<file path="config.mk">
export PLATFORM = sky130hd
export DESIGN_NAME = csfdo_ram
export DESIGN_NICKNAME = d
export VERILOG_FILES = /design/src/hdl/csfdo_ram.sv
export SDC_FILE = /design/constraint.sdc
export NUM_CORES = 2
export LEC_CHECK = 0
export BUFFER_PORTS_ARGS = -buffer_cell sky130_fd_sc_hd__buf_2
export CAP_MARGIN = 10
export CORE_UTILIZATION = 54
export CTS_CLUSTER_SIZE = 28
export DETAILED_ROUTE_END_ITERATION = 8
export GPL_TIMING_DRIVEN = 0
export HOLD_SLACK_MARGIN = 0.03
export PLACE_DENSITY = 0.69
export SYNTH_ARGS = -nofsm -noshare
export SYNTH_HDL_FRONTEND = slang
export SYNTH_SLANG_ARGS = --single-unit
</file>
<file path="constraint.sdc">
create_clock -name clk -period 6.7 [get_ports clk]
set_input_delay 1.005 -clock clk [delete_from_list [all_inputs] [get_ports clk]]
set_output_delay 1.005 -clock clk [all_outputs]
set_load 0.01 [all_outputs]
</file>
<file path="src/hdl/csfdo_ram.sv">
module csfdo_ram #(
  parameter int DEPTH = 256,
  parameter int WIDTH = 16
) (
  input  logic                     clk,
  input  logic                     wr_en,
  input  logic [$clog2(DEPTH)-1:0] wr_addr,
  input  logic [WIDTH-1:0]         wr_data,
  input  logic [$clog2(DEPTH)-1:0] rd_addr,
  output logic [WIDTH-1:0]         rd_data
);

  logic [WIDTH-1:0] mem [DEPTH];

  // Write one entry per cycle
  always_ff @(posedge clk) begin
    if (wr_en) begin
      mem[wr_addr] <= wr_data;
    end
  end

  // Register the read data every cycle
  always_ff @(posedge clk) begin
    rd_data <= mem[rd_addr];
  end

endmodule

</file>
Word level (Yosys, flattened, before mapping)
Memory sizes are Yosys's and may differ from the RTL's. A register that Yosys moved wholly into a read port is not among the register bits.
Cells that the tools add are included.
W data, S select, Z words.
{"block": "word_totals", "reg_bits": 0, "latchBits": 0, "ramBits": 4096, "rom_bits": 0, "inputBits": 34, "output_inout_bits": 16, "word_cells": 3, "mem_count": 1}
{"memory": "mem", "depth": 256, "word_bits": 16, "read_ports": 1, "rd_ports_with_merged_regs": 1, "write_ports": 1, "line": "13", "source": "logic [WIDTH-1:0] mem [DEPTH];"}
{"block": "classes", "n_addsub": 0, "n_mul": 0, "div_mod_pow": 0, "magnitude_cmp": 0, "n_eq_ne": 0, "n_shift": 0, "n_mux": 2, "bitwise": 0, "n_reduce_logical": 0}
{"op": "$mux W1", "count": 2}

Depth between registers and ports, before layout
{"block": "depth", "depth_word": 2, "ltp_mapped": 12, "ltp_nobuf": 6}

Worst setup path before layout
No wires, ideal clock.
{"block": "synth_timing", "kind": "input -> register", "start": "in wr_addr[3]", "end": "mem mem[235][0], enable pin", "setup_ns": 0.388, "arrival_ns": 2.782, "required_ns": 6.312, "path_slack_ns": 3.530, "cell_stages": 6, "path_buffers": 3, "cell_sequence": "clkbuf_1 nor2b_1 clkbuf_1 nand4_1 clkbuf_1 nor2_1"}
{"element": "start, declared", "line": "7", "source": "input logic [$clog2(DEPTH)-1:0] wr_addr,"}
{"element": "end, declared", "line": "13"}
No word-level cell before the write port.

==> metrics.txt <==
post-CTS setup buffers=0; CP dominant cell by count=clkbuf_1; first-pass GRT wire length=653400 um; fmax=~0.17 GHz; DP Wirelength=between 300000 and 400000 um; post-synth top area share=77.50%; share of layout cells above drive strength 1=around a quarter; yosys warns=0; register bit total from synthesis=about 4100; Area contributors post-synth=edfxtp_1 (77%), mux4_2 (11%), mux2i_1 (3.6%); Post-synth EDFFs=approximately 4000; crit path time final=between 5 and 6 ns; Primary FF master, synth=edfxtp_1; GRT overflow=0; Arrival @ worst endpoint=about 6.6 ns; fin crit share=roughly 87%; total power=around 54000 uW; Buffers on Ports=39; DR iter-0 viols=roughly 15000; Layout Nets=just over 8000; total of max-cap violations=1; residual DRC count=0; Mapped Nets=~7400; largest net degree at the start of global routing=roughly 150; Min-Delay Startpoint=wr_data[15]; H-tree levels=5; cell taking the most area after synthesis=edfxtp_1; initial antenna violation count=43; clock-pin transition on the worst setup and hold timing paths=roughly 0.060 ns; register area share after synthesis=77.70%; clock tree sinks=between 4000 and 5000; Synth top cells by count=edfxtp_1 (4096), mux4_2 (797), mux2i_1 (565); # hold bufs at CTS=0; Slew Limit Headroom=-1.361%; first drt pass iteration count=8; Gate Count Post-Synth=between 7000 and 8000; routed via count=between 80000 and 90000; CTS resizes=0; Worst setup SP type=primary input; CTS root buf=clkbuf_16; Avg WL per Cell=just under 40 um; Routed WL=~480000 um; pwr/cell area=approximately 290 nW/um^2; Worst path max stage delay=~0.96 ns; Area Overhead vs Synth=14.64%; setup TNS=0 ns; Mapped Area=about 160000 um^2; CTS Buf Count=roughly 400; initial cell density of the core=between 50 and 60%; Max clock buf depth=4; Required @ worst endpoint=roughly 7.5 ns; status=finished with violations; max-slew violation count=2; DP Area=169100 um^2; setup violators final=0; async set-reset flop share out of synthesis=0%; Die Ht=around 540 um; dpl cells=~12000; die width=~540 um; Hold Path Class=in2reg; final instance area=about 180000 um^2; CTS tree=built; Global Route Usage Sum=between 30% and 40%; Worst-Skew Late Latency=1.01 ns; maximum vdd drop=between 0.0002 and 0.00025 V; launch point of the worst reg-to-reg path=mem[11][6]; worst setup path class=in2reg; Cell variety after synth=52; vias in the first global route=81160; Core ar.=about 290000 um^2; failing checks=max-capacitance violations, max-slew violations; critical path's slowest cell=nor4_1; CP max FO=10; worst-path cell chain=clkbuf_1 -> clkbuf_1 -> clkbuf_1 -> clkbuf_1 -> a211oi_1 -> o21ai_0 -> nand3_1 -> nor4_1; DRT antenna net count=0; fin cells=about 12000; fin util=a little over three fifths; crit path from=rd_addr[4]; Via density=between 6 and 7; die area=a little under 300000 um^2; Lkg Pwr=~0.058 uW; row count=a little under 200; Mean Syn Cell Area=roughly 22 um^2; Final Skew=approximately 0.065 ns; RSZ-0062 raised after global routing=false; top-count cell post-synth=edfxtp_1; CP bufs+invs=4; CP endpoint kind=flop; Largest delay share family, worst path=buffers and inverters; actual slew at the worst max-slew pin=approximately 1.5 ns; routability cong.=about 1.1; # IOs=50; final hold viol count=0
worst register-to-register path, delay by kind of cell, from the launching register on:
family	cells	cell delay, ns
and+or+nand+nor	2	0.61
muxes	2	0.78
DFF	1	0.36
AOI/OAI and AO/OA	2	1.83
per-layer routing:
metal	track usage, %	part of all wire, %	vias to the layer above
met3	11.54	15	1076
met1	44.99	36	44280
li1	-	-	32750
met4	14.42	5.2	20
met2	46.82	44	6504
met5	0	0.027	-
final timing paths:
check | endpoint | slack [ns] | depth (start not counted)
worst max-delay path | rd_data[15] | 0.87 | 8
worst min-delay path | mem[218][15] | 0.36 | 1
worst max register to register | rd_data[6] | 2.85 | 6
worst min register to register | rd_data[10] | 1.20 | 6
cell families after synthesis:
logic type / after synthesis / synth area share [%]
muxes: 1450 / 15.50
DFF: 4112 / 77.70
buffers and inverters: 456 / 1.693
and+or+nand+nor: 556 / 1.574
AOI/OAI and AO/OA: 786 / 3.537
per-stage QoR:
step                      hold WS (ns)  worst slack, ns
after floorplan                 0.8538            3.530
after global placement           1.147          -0.1539
after global routing            0.3511            1.220
after CTS                       0.3278            1.077
final                           0.3568           0.8666
after detailed placement         1.139          0.07917
final cells by class:
type                            count  area [um^2]
Timing Repair Buffer              315         4989
Clock buffer                      494        10430
Inverter                            4        15.01
Fill cell                       19490       109600
Antenna cell                       15        37.54
Tap cell                         3900         4880
Sequential cell                  4112       123300
Buffer                            452         2699
Multi-Input combinational cell   2792        33350
Clock inverter                    219         2241
registers in the layout (all words and copies together), names as in the netlist:
register and cells:
mem 4096, rd_data 16
cell usage in the layout (no fill, tap or decap), types with 38 or more instances in the layout:
cell / instances
a21oi_1: 175
nand2_1: 38
mux2i_1: 565
buf_6: 92
mux2_2: 88
clkinv_2: 62
clkbuf_16: 403
nor3_1: 92
edfxtp_1: 4096
mux4_2: 797
o221ai_1: 252
buf_2: 99
buf_8: 224
a22oi_1: 43
clkinv_1: 92
clkbuf_1: 300
o22ai_1: 148
nor2_2: 250
buf_16: 45
nor2_1: 54
where the power goes:
group          leakage (uW)  internal, uW  total (uW)  switching (uW)
Sequential           0.0369         28400       28400            17.0
Clock               0.00616         12400       22100            9740
Combinational        0.0144           963        3140            2170
Total                0.0575         41700       53600           11900
Power figures use the tool's default switching activity.
